<file path="src/rtl/tac_pkg.sv">
// Shared types, constants and the yaw lookup table for the target approach controller.
// Used by every other file of the block; depends on nothing.
package tac_pkg;

  // Counter limits.
  localparam logic [3:0] LOST_LIMIT  = 4'd8;
  localparam logic [2:0] STABLE_NEED = 3'd5;
  localparam logic [2:0] STABLE_SAT  = 3'd7;
  localparam logic [8:0] BLIND_LIMIT = 9'd300;

  // Configuration port geometry and register indexes.
  localparam int CFG_IDX_W  = 4;
  localparam int CFG_DATA_W = 16;
  localparam logic [CFG_IDX_W-1:0] CFG_GOAL_RANGE    = 4'd0;
  localparam logic [CFG_IDX_W-1:0] CFG_CENTRE_COLUMN = 4'd1;
  localparam logic [14:0] GOAL_RANGE_RST    = 15'd256;
  localparam logic [11:0] CENTRE_COLUMN_RST = 12'd320;

  // Command shaping constants.
  localparam logic [11:0] YAW_DEADBAND  = 12'd15;
  localparam logic [10:0] YAW_MAX       = 11'd1229;
  localparam logic [11:0] TURN_FIRST    = 12'd60;
  localparam logic [12:0] BLIND_SURGE   = 13'd2048;
  localparam logic [12:0] SURGE_MIN     = 13'd512;
  localparam logic [12:0] SURGE_MAX     = 13'd5120;
  localparam logic signed [16:0] SURGE_MIN_ERR = 17'sd64;
  localparam logic signed [16:0] SURGE_MAX_ERR = 17'sd640;

  // Yaw gain 0.0035 in Q12 is 14336 / 1000 per pixel.
  localparam int YAW_NUM   = 14336;
  localparam int YAW_DEN   = 1000;
  localparam int YAW_TAB_N = 128;
  localparam int YAW_IDX_W = $clog2(YAW_TAB_N);

  typedef enum logic [1:0] {
    ST_RUNNING = 2'd0,
    ST_SUCCESS = 2'd1,
    ST_FAILURE = 2'd2,
    ST_HALTED  = 2'd3
  } status_e;

  typedef logic [10:0] yaw_mag_t;
  typedef yaw_mag_t yaw_tab_t [YAW_TAB_N];

  typedef struct packed {
    logic               mode;
    logic               seen;
    logic [11:0]        column;
    logic signed [15:0] range_q8;
  } item_t;

  typedef struct packed {
    status_e            status;
    logic signed [11:0] yaw_q12;
    logic [12:0]        surge_q8;
  } result_t;

  // Rounded and saturated yaw magnitude for each pixel error below the table size.
  function automatic yaw_tab_t build_yaw_tab();
    yaw_tab_t t;
    int       v;
    for (int m = 0; m < YAW_TAB_N; m++) begin
      v = (m * YAW_NUM + YAW_DEN / 2) / YAW_DEN;
      if (v > int'(YAW_MAX)) v = int'(YAW_MAX);
      t[m] = yaw_mag_t'(v);
    end
    return t;
  endfunction

  localparam yaw_tab_t YAW_TAB = build_yaw_tab();

endpackage

</file>
<file path="src/rtl/tac_intf.sv">
// Handshake channel interfaces of the target approach controller: input word,
// result word and configuration write. Depends on tac_pkg for the widths.
interface tac_in_if;
  logic               valid;
  logic               ready;
  logic               mode;
  logic               seen;
  logic [11:0]        column;
  logic signed [15:0] range_q8;

  modport source (output valid, output mode, output seen, output column, output range_q8,
                  input ready);
  modport sink   (input valid, input mode, input seen, input column, input range_q8,
                  output ready);
endinterface

interface tac_out_if;
  logic               valid;
  logic               ready;
  logic [1:0]         status;
  logic signed [11:0] yaw_q12;
  logic [12:0]        surge_q8;

  modport source (output valid, output status, output yaw_q12, output surge_q8,
                  input ready);
  modport sink   (input valid, input status, input yaw_q12, input surge_q8,
                  output ready);
endinterface

interface tac_cfg_if;
  logic                           valid;
  logic                           ready;
  logic [tac_pkg::CFG_IDX_W-1:0]  index;
  logic [tac_pkg::CFG_DATA_W-1:0] data;

  modport source (output valid, output index, output data, input ready);
  modport sink   (input valid, input index, input data, output ready);
endinterface

</file>
<file path="src/rtl/tac_yaw.sv">
// Yaw command from the column error: deadband, table gain with rounding, clamp.
// Depends on tac_pkg for the yaw table and limits.
module tac_yaw (
  input  logic signed [12:0] err_i,
  output logic [11:0]        mag_o,
  output logic signed [11:0] yaw_o
);

  logic [12:0] abs_err;
  logic [10:0] yaw_mag;

  assign abs_err = err_i[12] ? 13'(-err_i) : 13'(err_i);
  assign mag_o   = abs_err[11:0];

  always_comb begin
    if (mag_o < tac_pkg::YAW_DEADBAND) begin
      yaw_mag = '0;
    end else if (mag_o >= 12'(tac_pkg::YAW_TAB_N)) begin
      yaw_mag = tac_pkg::YAW_MAX;
    end else begin
      yaw_mag = tac_pkg::YAW_TAB[mag_o[tac_pkg::YAW_IDX_W-1:0]];
    end
  end

  // The command steers against the error.
  assign yaw_o = (!err_i[12] && (err_i != '0)) ? -$signed({1'b0, yaw_mag})
                                               : $signed({1'b0, yaw_mag});

endmodule

</file>
<file path="src/rtl/tac_core.sv">
// Tick decision logic and the lost, stable and blind counters.
// Depends on tac_pkg and instantiates tac_yaw.
module tac_core (
  input  logic             clk_i,
  input  logic             rst_ni,
  input  logic             adv_i,
  input  tac_pkg::item_t   item_i,
  input  logic [14:0]      goal_range_i,
  input  logic [11:0]      centre_column_i,
  output tac_pkg::result_t result_o
);

  logic [3:0] lost_q, lost_d, lost_inc;
  logic [2:0] stable_q, stable_d, stable_inc;
  logic [8:0] blind_q, blind_d, blind_inc;

  logic signed [12:0] err;
  logic [11:0]        mag;
  logic signed [11:0] yaw;
  logic signed [16:0] range_x;
  logic signed [16:0] goal_x;
  logic signed [16:0] derr;
  logic               in_goal;
  logic [12:0]        range_surge;

  assign err     = $signed({1'b0, centre_column_i}) - $signed({1'b0, item_i.column});
  assign range_x = 17'(item_i.range_q8);
  assign goal_x  = $signed({2'b00, goal_range_i});
  assign derr    = range_x - goal_x;
  assign in_goal = (range_x > 17'sd0) && (range_x < goal_x);

  assign lost_inc   = lost_q + 4'd1;
  assign blind_inc  = blind_q + 9'd1;
  assign stable_inc = (stable_q < tac_pkg::STABLE_SAT) ? stable_q + 3'd1 : stable_q;

  tac_yaw u_yaw (
    .err_i (err),
    .mag_o (mag),
    .yaw_o (yaw)
  );

  always_comb begin
    if (derr >= tac_pkg::SURGE_MAX_ERR) begin
      range_surge = tac_pkg::SURGE_MAX;
    end else if (derr < tac_pkg::SURGE_MIN_ERR) begin
      range_surge = tac_pkg::SURGE_MIN;
    end else begin
      range_surge = {derr[9:0], 3'b000};
    end
  end

  always_comb begin
    lost_d   = lost_q;
    stable_d = stable_q;
    blind_d  = blind_q;
    result_o = '{status: tac_pkg::ST_RUNNING, yaw_q12: '0, surge_q8: '0};
    if (item_i.mode) begin
      lost_d          = '0;
      stable_d        = '0;
      blind_d         = '0;
      result_o.status = tac_pkg::ST_HALTED;
    end else if (!item_i.seen) begin
      if (lost_inc > tac_pkg::LOST_LIMIT) begin
        lost_d          = '0;
        stable_d        = '0;
        blind_d         = '0;
        result_o.status = tac_pkg::ST_FAILURE;
      end else begin
        lost_d = lost_inc;
      end
    end else begin
      lost_d   = '0;
      stable_d = in_goal ? stable_inc : '0;
      if (in_goal && (stable_inc >= tac_pkg::STABLE_NEED)) begin
        result_o.status = tac_pkg::ST_SUCCESS;
      end else if (range_x <= 17'sd0) begin
        if (blind_inc > tac_pkg::BLIND_LIMIT) begin
          blind_d         = '0;
          stable_d        = '0;
          result_o.status = tac_pkg::ST_FAILURE;
        end else begin
          blind_d           = blind_inc;
          result_o.yaw_q12  = yaw;
          result_o.surge_q8 = (mag > tac_pkg::TURN_FIRST) ? '0 : tac_pkg::BLIND_SURGE;
        end
      end else begin
        blind_d          = '0;
        result_o.yaw_q12 = yaw;
        if ((derr > 17'sd0) && (mag <= tac_pkg::TURN_FIRST)) begin
          result_o.surge_q8 = range_surge;
        end
      end
    end
  end

  always_ff @(posedge clk_i or negedge rst_ni) begin
    if (!rst_ni) begin
      lost_q   <= '0;
      stable_q <= '0;
      blind_q  <= '0;
    end else if (adv_i) begin
      lost_q   <= lost_d;
      stable_q <= stable_d;
      blind_q  <= blind_d;
    end
  end

endmodule

</file>
<file path="src/rtl/target_approach_controller_top.sv">
// Top level of the target approach controller: configuration registers, input
// word register and result register. Depends on tac_pkg, tac_intf and tac_core.
//
//   channel   modport           carries
//   item_i    tac_in_if.sink    mode, seen, column, range_q8
//   result_o  tac_out_if.source status, yaw_q12, surge_q8
//   cfg_i     tac_cfg_if.sink   index, data (goal_range, centre_column)
//
// One word is taken every cycle while the result side is not stalled; its result passes
// from the input register through the single decision stage to the result register,
// and the counters update as a word leaves the input register.
// Reset clears the counters, the valid flags and loads the register defaults.
// A stalled result holds the result register, then the input register; input
// ready stays high while either stage has room.
module target_approach_controller_top (
  input  logic      clk_i,
  input  logic      rst_ni,
  tac_in_if.sink    item_i,
  tac_out_if.source result_o,
  tac_cfg_if.sink   cfg_i
);

  logic [14:0] goal_range_q;
  logic [11:0] centre_column_q;

  logic             s1_valid_q;
  tac_pkg::item_t   s1_q;
  logic             out_valid_q;
  tac_pkg::result_t out_q;
  tac_pkg::result_t core_res;

  logic out_take;
  logic adv;
  logic in_acc;

  assign out_take     = !out_valid_q || result_o.ready;
  assign adv          = s1_valid_q && out_take;
  assign item_i.ready = !s1_valid_q || out_take;
  assign in_acc       = item_i.valid && item_i.ready;
  assign cfg_i.ready  = 1'b1;

  always_ff @(posedge clk_i or negedge rst_ni) begin
    if (!rst_ni) begin
      goal_range_q    <= tac_pkg::GOAL_RANGE_RST;
      centre_column_q <= tac_pkg::CENTRE_COLUMN_RST;
    end else if (cfg_i.valid) begin
      case (cfg_i.index)
        tac_pkg::CFG_GOAL_RANGE:    goal_range_q    <= cfg_i.data[14:0];
        tac_pkg::CFG_CENTRE_COLUMN: centre_column_q <= cfg_i.data[11:0];
        default: ;
      endcase
    end
  end

  always_ff @(posedge clk_i or negedge rst_ni) begin
    if (!rst_ni) begin
      s1_valid_q  <= 1'b0;
      out_valid_q <= 1'b0;
    end else begin
      if (in_acc) begin
        s1_valid_q <= 1'b1;
      end else if (adv) begin
        s1_valid_q <= 1'b0;
      end
      if (out_take) begin
        out_valid_q <= s1_valid_q;
      end
    end
  end

  always_ff @(posedge clk_i) begin
    if (in_acc) begin
      s1_q <= '{mode: item_i.mode, seen: item_i.seen, column: item_i.column,
                range_q8: item_i.range_q8};
    end
    if (adv) begin
      out_q <= core_res;
    end
  end

  tac_core u_core (
    .clk_i           (clk_i),
    .rst_ni          (rst_ni),
    .adv_i           (adv),
    .item_i          (s1_q),
    .goal_range_i    (goal_range_q),
    .centre_column_i (centre_column_q),
    .result_o        (core_res)
  );

  assign result_o.valid    = out_valid_q;
  assign result_o.status   = out_q.status;
  assign result_o.yaw_q12  = out_q.yaw_q12;
  assign result_o.surge_q8 = out_q.surge_q8;

`ifndef SYNTHESIS
  // A word in the input register stays there until the result register has room.
  a_s1_hold: assert property (@(posedge clk_i) disable iff (!rst_ni)
    s1_valid_q && !out_take |=> s1_valid_q)
    else $error("input word dropped while the result register was stalled");

  // Only a running result carries a yaw command.
  a_yaw_running: assert property (@(posedge clk_i) disable iff (!rst_ni)
    out_valid_q && (out_q.yaw_q12 != '0) |-> out_q.status == tac_pkg::ST_RUNNING)
    else $error("yaw command on a result that is not running");

  // Surge stays within its saturation limit.
  a_surge_max: assert property (@(posedge clk_i) disable iff (!rst_ni)
    out_valid_q |-> out_q.surge_q8 <= tac_pkg::SURGE_MAX)
    else $error("surge command above its limit");
`endif

endmodule

</file>
<file path="src/flat_wrapper.sv">
// flat-port wrapper written by rule: the top's interface ports become plain ports
module target_approach_controller_top_flat 
  (clk_i, rst_ni, item_i_valid, item_i_mode, item_i_seen, item_i_column, item_i_range_q8, item_i_ready, result_o_valid, result_o_status, result_o_yaw_q12, result_o_surge_q8, result_o_ready, cfg_i_valid, cfg_i_index, cfg_i_data, cfg_i_ready);
  tac_in_if item_i_i ();
  tac_out_if result_o_i ();
  tac_cfg_if cfg_i_i ();
  input  logic clk_i;
  input  logic rst_ni;
  input wire logic [$bits(item_i_i.valid)-1:0] item_i_valid;
  input wire logic [$bits(item_i_i.mode)-1:0] item_i_mode;
  input wire logic [$bits(item_i_i.seen)-1:0] item_i_seen;
  input wire logic [$bits(item_i_i.column)-1:0] item_i_column;
  input wire logic [$bits(item_i_i.range_q8)-1:0] item_i_range_q8;
  output wire logic [$bits(item_i_i.ready)-1:0] item_i_ready;
  output wire logic [$bits(result_o_i.valid)-1:0] result_o_valid;
  output wire logic [$bits(result_o_i.status)-1:0] result_o_status;
  output wire logic [$bits(result_o_i.yaw_q12)-1:0] result_o_yaw_q12;
  output wire logic [$bits(result_o_i.surge_q8)-1:0] result_o_surge_q8;
  input wire logic [$bits(result_o_i.ready)-1:0] result_o_ready;
  input wire logic [$bits(cfg_i_i.valid)-1:0] cfg_i_valid;
  input wire logic [$bits(cfg_i_i.index)-1:0] cfg_i_index;
  input wire logic [$bits(cfg_i_i.data)-1:0] cfg_i_data;
  output wire logic [$bits(cfg_i_i.ready)-1:0] cfg_i_ready;
  assign item_i_i.valid = item_i_valid;
  assign item_i_i.mode = item_i_mode;
  assign item_i_i.seen = item_i_seen;
  assign item_i_i.column = item_i_column;
  assign item_i_i.range_q8 = item_i_range_q8;
  assign item_i_ready = item_i_i.ready;
  assign result_o_valid = result_o_i.valid;
  assign result_o_status = result_o_i.status;
  assign result_o_yaw_q12 = result_o_i.yaw_q12;
  assign result_o_surge_q8 = result_o_i.surge_q8;
  assign result_o_i.ready = result_o_ready;
  assign cfg_i_i.valid = cfg_i_valid;
  assign cfg_i_i.index = cfg_i_index;
  assign cfg_i_i.data = cfg_i_data;
  assign cfg_i_ready = cfg_i_i.ready;
  target_approach_controller_top u_core (.clk_i(clk_i), .rst_ni(rst_ni), .item_i(item_i_i), .result_o(result_o_i), .cfg_i(cfg_i_i));
endmodule
</file>
<file path="config.mk">
export PLATFORM = sky130hd
export DESIGN_NAME = target_approach_controller_top_flat
export DESIGN_NICKNAME = d
export VERILOG_FILES = /design/src/rtl/tac_pkg.sv /design/src/rtl/tac_intf.sv /design/src/rtl/tac_yaw.sv /design/src/rtl/tac_core.sv /design/src/rtl/target_approach_controller_top.sv /design/src/flat_wrapper.sv
export SDC_FILE = /design/constraint.sdc
export NUM_CORES = 1
export LEC_CHECK = 0
export ABC_AREA = 1
export ABC_CLOCK_PERIOD_IN_PS = 3700
export BUFFER_PORTS_ARGS = -buffer_cell sky130_fd_sc_hd__buf_2
export CAP_MARGIN = 20
export CELL_PAD_IN_SITES_DETAIL_PLACEMENT = 0
export CELL_PAD_IN_SITES_GLOBAL_PLACEMENT = 2
export CORE_UTILIZATION = 31
export DETAILED_ROUTE_END_ITERATION = 8
export HOLD_SLACK_MARGIN = 0.02
export PLACE_DENSITY_LB_ADDON = 0.1
export RECOVER_POWER = 100
export SETUP_SLACK_MARGIN = 0.02
export SLEW_MARGIN = 20
export SYNTH_ARGS = -nofsm -noshare
export SYNTH_HDL_FRONTEND = slang
export SYNTH_SLANG_ARGS = --single-unit
</file>
<file path="constraint.sdc">
create_clock -name clk_i -period 3.7 [get_ports clk_i]
set_input_delay 0.74 -clock clk_i [delete_from_list [all_inputs] [get_ports clk_i]]
set_output_delay 0.74 -clock clk_i [all_outputs]
set_load 0.05 [all_outputs]
</file>
---- Word level (Yosys, flattened, before mapping) ----
Memory sizes are Yosys's and may differ from the RTL's.
Cells that the tools add are included.
cells by class
  add/sub/neg operators ................... 7
  magnitude comparators ................... 15
  equal/unequal tests ..................... 2
  multiplexer cells ....................... 36
  bitwise operators ....................... 2
  reductions and logical operators ........ 20
operators by type and width
  kind                                                                                    count
  9-bit two-way mux                                                                       6
  25-bit two-way mux                                                                      2
  11-bit two-way mux                                                                      4
  13-bit two-way mux                                                                      3
  12-bit two-way mux                                                                      3
  3-bit two-way mux                                                                       8
  17-bit by 11-bit greater-or-equal comparator with 1-bit output (second input constant)  1
  17-bit by 1-bit greater-than comparator with 1-bit output (second input constant)       1
  17-bit by 8-bit < comparator with 1-bit output (second input constant)                  1
  16-bit by 16-bit subtractor with 17-bit output                                          1
  16-bit by 1-bit greater-than comparator with 1-bit output (second input constant)       1
  16-bit by 1-bit less-or-equal comparator with 1-bit output (second input constant)      1
  16-bit < comparator                                                                     1
  13-bit nonzero test                                                                     1
  12-bit by 12-bit subtractor with 13-bit output                                          1
  12-bit by 8-bit greater-or-equal comparator with 1-bit output (second input constant)   1
  12-bit by 6-bit greater-than comparator with 1-bit output (second input constant)       1
  12-bit by 6-bit less-or-equal comparator with 1-bit output (second input constant)      1
  12-bit by 4-bit < comparator with 1-bit output (second input constant)                  1
  4-bit two-way mux                                                                       3
  11-bit negator with 12-bit output                                                       1
  12-bit negator                                                                          1
  2-bit two-way mux                                                                       5
  9-bit by 1-bit adder with 9-bit output (second input constant)                          1
  other kinds (21)                                                                        32
storage, ports and cells
  flip-flop bits (word level) ............. 102
  ROM bits ................................ 1,408
  input bits .............................. 55
  output and inout port bits .............. 30
  word-level logic and storage cells ...... 97
  memories kept ........................... 1
memory list
  name             depth  width  read ports  clocked after memory_dff  wr ports  RTL line       source
  (no name shown)  128    11     1           0                         0         tac_yaw.sv:21  yaw_mag = tac_pkg::YAW_TAB[mag_o[tac_pkg::YAW_IDX_W-1:0]];

---- Logic depth before layout (Yosys ltp) ----
Gate-level depths: netlist (run 1).
  depth after elaboration ................. 13
  depth in mapped cells ................... 30
  depth with buffers taken out ............ 30

---- Cells and area by module ----
A second synthesis (run 1) with hierarchy kept.
unflattened totals
  cell total of the unflattened synthesis .. 1,159
  area total of the unflattened synthesis .. 8,231.6 um^2
modules (own cells, without submodules)
  module                          times used  cells each  area each (um^2)
  tac_core                        1           547         3,236.9
  target_approach_controller_top  1           194         2,985.4
  tac_yaw                         1           418         2,009.4

---- Worst setup path before layout (run 1) ----
OpenSTA, ideal clock, no wires.
  path kind ............................... flip-flop to flip-flop
  start ................................... reg u_core.s1_q[16] in the netlist's numbering
  end ..................................... reg u_core.out_q, in the netlist u_core.result_o.yaw_q12[8], data pin
  library setup time ...................... 0.253 ns
  arrival time ............................ 3.449 ns
  path slack .............................. -0.002 ns
  cell stages (with the launch flop) ...... 27
  buffers on the path ..................... 0
  period minus slack after synthesis ...... 3.702 ns
  cells stage by stage .................... edfxtp_1 > ha_1 > fa_1 > ha_1 > nand2_2 > inv_2 > nand3_2 > nor2_2 > nand3_1 > nor2_1 > nand2_1 > nand2_1 > nand2_1 > nand2_1 > nand3_1 > nor3_4 > nand2_1 > nor2_1 > inv_1 > ha_1 > a21boi_1 > nand2_1 > nand2_2 > nand3_1 > nand2_1 > nand2_1 > nor2_1
between the ends
  cells in the longest elaborated chain, start to end .. 13
  elaborated cells between the ends (all ways) .. 18
  those cells by class .................... 3 x add/sub; 2 x order compare; 8 x mux; 1 x bitwise; 3 x reduce/logical; 1 x memory
RTL lines
  item                                                    RTL line                              source
  start, declared                                         target_approach_controller_top.sv:27  tac_pkg::item_t s1_q;
  start signal, assigned                                  target_approach_controller_top.sv:73  s1_q <= '{mode: item_i.mode, seen: item_i.seen, column: item_i.column,
  12-bit by 12-bit subtractor with 13-bit output *        tac_core.sv:26                        assign err = $signed({1'b0, centre_column_i}) - $signed({1'b0, item_i.column});
  12-bit negator                                          tac_yaw.sv:12                         assign abs_err = err_i[12] ? 13'(-err_i) : 13'(err_i);
  12-bit two-way mux                                      tac_yaw.sv:12
  7-bit inverter with 8-bit output (implied by the code)  tac_yaw.sv:21
  memory read 128 x 11 bit                                n/a
  11-bit two-way mux (implied by the code) (2 in a row)   tac_yaw.sv:21
  11-bit two-way mux                                      tac_yaw.sv:18                         end else if (mag_o >= 12'(tac_pkg::YAW_TAB_N)) begin
  11-bit two-way mux                                      tac_yaw.sv:16                         if (mag_o < tac_pkg::YAW_DEADBAND) begin
  11-bit negator with 12-bit output                       tac_yaw.sv:26                         assign yaw_o = (!err_i[12] && (err_i != '0)) ? -$signed({1'b0, yaw_mag})
  12-bit two-way mux *                                    tac_yaw.sv:26
  25-bit two-way mux                                      tac_core.sv:77                        if (blind_inc > tac_pkg::BLIND_LIMIT) begin
  25-bit two-way mux *                                    tac_core.sv:76                        end else if (range_x <= 17'sd0) begin
  end signal, assigned                                    target_approach_controller_top.sv:77  out_q <= core_res;
  end, declared                                           target_approach_controller_top.sv:29  tac_pkg::result_t out_q;
Mark *: on every way between the ends. The rest lies on a longest branch, timed or not. The select of a mux whose other input is x is not followed.
A chain may end at the register's enable or synchronous reset.

---- Worst setup path after layout (run 1) ----
Ends and elaborated chain as after synthesis.

==> metrics.cfg, run 1 <==
[logic_synthesis]
synthCells = 1073
muxShareOfSynthArea = 0
syn_avg_cell_area_um2 = 7.20
synth_top_family_by_area = simple AND/OR/NAND/NOR gates
ys_seq_elements = 99
synth_edf_count = 54
netlist_area_um2 = 7730
synthDistinctLibCells = 58
yosys.area_share.simple = 0.332
synthAdderAreaFrac = 0.0748
yosysWarnings = 0
async_flop_share = 0.455
ys_seq_area_frac = 0.356
synth_compound_area_frac = 0.108
synth-main-ff-cell = edfxtp_1
yosys.area_share.xor_xnor = 0.0313

[worst_setup_path]
startpoint = u_core.s1_q[16]
arrival_ps = 3910
path_common_cell = nand2_1
max_stage_delay_ps = 600
cp_slowest_cell = fa_2
crit_type = flop to flop
path_max_fanout = 7
cp_cell_sequence = ha_2 > fa_2 > ha_4 > nand2_4 > nand2_1 > nand4_1 > nand2_4 > buf_6 > o21ai_2 > or2_0 > o21ai_1 > nand2_1 > nand2_2 > nand2_4 > nor2_4 > inv_2 > ha_4 > a21boi_2 > nand2_1 > nand2_4 > nand3_2 > nand2_1 > nand2_1 > nor2_2
r2r_start = u_core.s1_q[16]
start_kind = flop
endpoint_kind = flop
crit_required_ps = 3810

[floorplanning]
core_area_um2 = 24400
start_util = 0.317
die_w_um = 160
boundaryPins = 85
std_cell_rows = 57
die_h_um = 160
dieArea_um2 = 25600

[sta]
worstMarginPinSlew_ps = 1890
fmax_mhz = 263
relSlewSlack = -0.261
post-route-min-period_ps = 3800
drv_slew = 61
rsz0062_at_grt = true
finalCritPeriodShare = 1.03
setup_ws_ps = -99.9
setup_viol = 6
fin_worst_skew_ps = 12.8
hold_viol_final = 0
worst_hold_slack_ps = 487

[layout]
drive_above_1_share = 0.316
fin_cells = 1648
final_area_um2 = 10700
final_util = 0.437
final_cell_mix = nand2_1 (275), buf_4 (154), inv_1 (139)
area_growth_pct = 37.9
nets = 1419
n_antenna_cell = 0
final_common_cell = nand2_1

[clocking]
h-tree-depth = 3
clk_pin_slew_ps = 80
hold_buffers = 0
clock_latency_ps = 360
clockBufferDepth = 2
cts_buffers = 9
cts_sinks = 99
clock-root-buffer = clkbuf_16
cts_tree = done

[placement]
placed_cell_area_um2 = 9530
hpwl_mm = 18.4
placed_cells = 1603
io_buffers = 79
gp_congestion = 0.872

[route]
detail-route-antenna-nets = 0
viasPerCell = 4.60
vias = 7588
wire_per_inst_um = 13.9
drtIter0Drc = 343
drc = 0
routed_wl_mm = 22.9
firstDrtPassIters = 6

[global_routing]
first_global_vias = 7590
grt-ovfl-total = 0
grt_use_total = 0.185
grt_pass1_wl_mm = 37.7
grt_antenna_before_repair = 0
grt_max_degree = 31

[hold_path]
worstHoldStart = u_core.u_core.blind_q[8]
hold_path_class = flop to flop

[run]
drv_cap = 2

[run_status]
status = finished, violations left
violations = capacitance limit, slew limit, setup timing

[pwr]
total_power_mw = 7.72
ir_worst_vdd_uv = 272
p_leak_nw = 5.20
power_density_nw_per_um2 = 724

-- worst paths after layout --
path | endpoint | slack (ps) | cells after the start
hold / removal | u_core.u_core.blind_q[8] | 490 | 2
setup / recovery | u_core.result_o.yaw_q12[8] | -100 | 24
setup reg to reg | u_core.result_o.yaw_q12[8] | -100 | 24
min in group asynchronous | u_core.u_core.lost_q[3] | 890 | 1
max in group asynchronous | u_core.centre_column_q[2] | 1400 | 2
hold reg to reg | u_core.u_core.blind_q[8] | 490 | 2
-- registers in the layout, indices dropped and copies added, names as in the netlist --
register and flops:
u_core.result_o.status 2, u_core.result_o.valid 1, u_core.s1_q 30, u_core.result_o.yaw_q12 12, u_core.u_core.lost_q 4, u_core.centre_column_q 12
u_core.result_o.surge_q8 10, u_core.u_core.stable_q 3, u_core.goal_range_q 15, u_core.u_core.blind_q 9, u_core.s1_valid_q 1
-- synthesized netlist by cell type (4+ instances only) --
cell type  number  area [um^2]
nand2_1       306         1150
inv_1         146          548
nand3_1       102          510
nor2_1         90          338
o21ai_0        57          285
edfxtp_1       54         1620
a21oi_1        49          245
ha_1           43          538
dfrtp_1        42         1050
nand2_2        15         93.8
nand4_1        15         93.8
xor2_1         15          131
nor3_1         11         55.1
inv_2          10         37.5
buf_4           9         67.6
nor2_2          8         50.1
xnor2_1         7         61.3
clkbuf_1        6         22.5
o21ai_1         6         30.0
o41ai_1         6         52.6
nand3_2         5         50.1
buf_2           4         20.0
buf_6           4         45.0
nand3b_1        4         30.0
-- repair_timing --
| action | CTS | global route |
|---|---|---|
| setup endpoints to repair | 12 | 21 |
| gates resized for setup | 94 | 83 |
| pin swaps | 49 | 59 |
| setup buffers | 17 | 12 |
| gates cloned | 0 | 0 |
-- where the power goes --
part	total, mW	internal [mW]	switching, mW
Combinational	5.37	2.28	3.08
Clock	0.963	0.476	0.486
Sequential	1.39	1.32	0.0650
Total	7.72	4.08	3.64
-- area by class of cell --
class / instances / area [um^2]
Multi-Input combinational cell: 795 / 4810
Inverter: 158 / 614
Clock inverter: 7 / 71.3
Tap cell: 324 / 405
Clock buffer: 9 / 225
Sequential cell: 99 / 2750
Fill cell: 2623 / 13700
Timing Repair Buffer: 256 / 1770
-- through the flow --
stage                     setup TNS (ps)  setup slack, ps
after CTS                           -595             -108
final                               -372            -99.9
after floorplan                        0             29.4
after detailed placement           -1800             -278
after global routing               -3100             -371
after global placement             -1640             -271
-- worst max-delay path, delay by kind of cell (launching register included) --
family	cells	cell delay, ps
buffers and inverters	2	200
and+or+nand+nor	15	1500
AOI/OAI and AO/OA	3	320
DFF	1	390
adders and majority gates	4	1150
-- per-layer routing --
| layer | part of all wire | track usage | up-vias |
|---|---|---|---|
| met4 | 0.012 | 0.0398 | 0 |
| met2 | 0.47 | 0.313 | 127 |
| li1 | - | - | 4004 |
| met5 | 0 | 0 | - |
| met3 | 0.028 | 0.0247 | 21 |
| met1 | 0.49 | 0.251 | 3436 |
-- cell families (layout without fill, tap and decap cells) --
| kind of cell | Yosys count | after routing |
|---|---|---|
| compound gates | 146 | 146 |
| xor+xnor | 25 | 25 |
| fa+ha+maj | 45 | 45 |
| buf+inv | 181 | 430 |
| other cells | 2 | 4 |
| flops | 99 | 99 |
| simple gates | 575 | 575 |
Note: power is estimated with default switching activity, not from simulation.
==> inputs of run 2 (changes only) <==
RECOVER_POWER = 50   (was 100)
==> metrics.cfg, run 2 (synthesis gave the netlist of run 1 again) <==
[sta]
setup_viol = 6  ; unchanged
worstMarginPinSlew_ps = 1910  ; +15.6 ps
hold_viol_final = 0  ; unchanged
drv_slew = 61  ; unchanged
relSlewSlack = -0.271  ; -0.0104
setup_ws_ps = -96.6  ; +3.30 ps
worst_hold_slack_ps = 487  ; +0.0440 ps
post-route-min-period_ps = 3800  ; -3.30 ps
rsz0062_at_grt = true
setup-tns-final_ps = -353  ; +19.4 ps
fin_worst_skew_ps = 13.0  ; +0.220 ps
fmax_mhz = 263  ; about the same
finalCritPeriodShare = 1.03  ; about the same

[run_status]
violations = capacitance limit, slew limit, setup timing
status = finished, violations left

[layout]
reg_top3 = u_core.s1_q: 30 flops, u_core.goal_range_q: 15 flops
final_common_cell = nand2_1
final_util = 0.438  ; +0.00149
max_flop_register = u_core.s1_q
drive_above_1_share = 0.336  ; +0.0204
area_growth_pct = 38.4
n_antenna_cell = 0  ; unchanged
nets = 1419  ; unchanged
largest_register_ffs = 30  ; unchanged
final_cell_mix = nand2_1 (275), buf_4 (155), inv_1 (139)

[floorplanning]
core_area_um2 = 24400  ; unchanged
dieArea_um2 = 25600  ; unchanged
boundaryPins = 85  ; unchanged
start_util = 0.317  ; unchanged
std_cell_rows = 57  ; unchanged
die_h_um = 160  ; unchanged
die_w_um = 160  ; unchanged

[pwr]
p_comb_frac = 0.696  ; about the same
seq_power_share = 0.179  ; about the same
power_density_nw_per_um2 = 723  ; -0.18%
swShare = 0.471  ; -0.000579
p_switching_mw = 3.64  ; about the same
p_leak_nw = 5.28  ; +1.6%
intPower_mw = 4.09  ; +0.27%
power_frac_clock = 0.124  ; about the same
ir_worst_vdd_uv = 272  ; +0.11%

[global_routing]
grt_use_total = 0.185  ; unchanged
grt_max_degree = 31  ; unchanged
grt-ovfl-total = 0  ; unchanged
grt_antenna_before_repair = 0  ; unchanged
first_global_vias = 7590  ; unchanged
grt_pass1_wl_mm = 37.7  ; unchanged

[placement]
gp_congestion = 0.872  ; unchanged
io_buffers = 79  ; unchanged
hpwl_mm = 18.4  ; unchanged

[worst_setup_path]
path_max_fanout = 7  ; unchanged
start_kind = flop
crit_type = flop to flop
r2r_slack_ps = -100  ; about the same
crit_required_ps = 3810  ; about the same
endpoint_kind = flop
arrival_ps = 3910  ; about the same

[route]
routed_wl_mm = 22.9  ; -0.17%
vias = 7570  ; -0.24%
wire_per_inst_um = 13.9  ; -0.17%
drc = 0  ; unchanged
firstDrtPassIters = 5  ; -1
drtIter0Drc = 311  ; -9.3%
viasPerCell = 4.59  ; -0.24%
detail-route-antenna-nets = 0  ; unchanged

[clocking]
hold_buffers = 0  ; unchanged
cts_tree = done
cts_buffers = 9  ; unchanged
clock_latency_ps = 360  ; about the same
clock-root-buffer = clkbuf_16
h-tree-depth = 3  ; unchanged
cts_sinks = 99  ; unchanged
clk_pin_slew_ps = 80  ; about the same
clockBufferDepth = 2  ; unchanged

[run]
drv_cap = 2  ; unchanged

[hold_path]
hold_path_class = flop to flop

run 2: cell types whose count changed in the layout (fill, tap and decap cells not counted), sizes merged:
| cell | before | now |
|---|---|---|
| clkbuf | 44 | 17 |
| buf | 221 | 248 |
run 2: path summary, 6_finish.rpt:
| kind | start | endpoint | cells past startpoint |
|---|---|---|---|
| min reg2reg | u_core.u_core.blind_q[8] | u_core.u_core.blind_q[8] | 2 |
| min | u_core.u_core.blind_q[8] | u_core.u_core.blind_q[8] | 2 |
| max in group asynchronous | rst_ni | u_core.centre_column_q[2] | 2 |
| min in group asynchronous | rst_ni | u_core.u_core.lost_q[3] | 1 |
| max | u_core.s1_q[16] | u_core.result_o.yaw_q12[8] | 24 |
| max reg2reg | u_core.s1_q[16] | u_core.result_o.yaw_q12[8] | 24 |
run 2: worst max-delay path: stages (launching register included):
cell      delay (ps)
edfxtp_1         390
ha_2             220
fa_2             600
ha_4             180
nand2_4           60
nand2_1           60
nand4_1          170
nand2_4          200
buf_6            150
o21ai_2           60
or2_0            220
o21ai_1          120
nand2_1           70
nand2_2           90
nand2_4           60
nor2_4           110
inv_2             50
ha_4             150
a21boi_2         140
nand2_1          110
nand2_4           90
nand3_2           90
nand2_1           50
nand2_1           70
nor2_2            50
run 2: what timing repair did:
action,in CTS,in global routing
setup endpoints to repair,12,21
buffers inserted,17,12
resized for setup,94,83
pin swaps,49,59
run 2: per-stage QoR:
step | instance area, um^2 | cells | setup slack [ps] | total power [mW]
4_1_cts | 10300 | 1636 | -108 | 7.40
6_report | 10700 | 1648 | -96.6 | 7.73
5_1_grt | 10700 | 1648 | -371 | 8.36
3_5_place_dp | 9530 | 1603 | -278 | 5.90
3_3_place_gp | 9530 | 1603 | -271 | 5.91
2_1_floorplan | 7740 | 1075 | 29.4 | 4.04
run 2: final cells by class:
type	instances	area, um^2
tap	324	405
fill	2606	13700
inverter	158	614
multi-input combinational	795	4810
sequential	99	2750
clock inverter	7	71.3
timing repair buffer	256	1810
clock buffer	9	225
run 2: power groups by stage:
stage / Sequential (mW) / Clock (mW) / Combinational [mW]
after floorplan: 1.52 / 0 / 2.51
after global placement: 1.41 / 0 / 4.50
after detailed placement: 1.41 / 0 / 4.49
after CTS: 1.39 / 1.00 / 5.01
after global routing: 1.40 / 1.03 / 5.93
final: 1.39 / 0.962 / 5.38
run 2: metal layers:
metal | routed length [um] | up-vias | track usage
li1 | - | 4003 | -
met1 | 11400 | 3432 | 0.251
met2 | 10700 | 117 | 0.313
met3 | 585 | 18 | 0.0247
met4 | 267 | 0 | 0.0398
met5 | 0 | - | 0
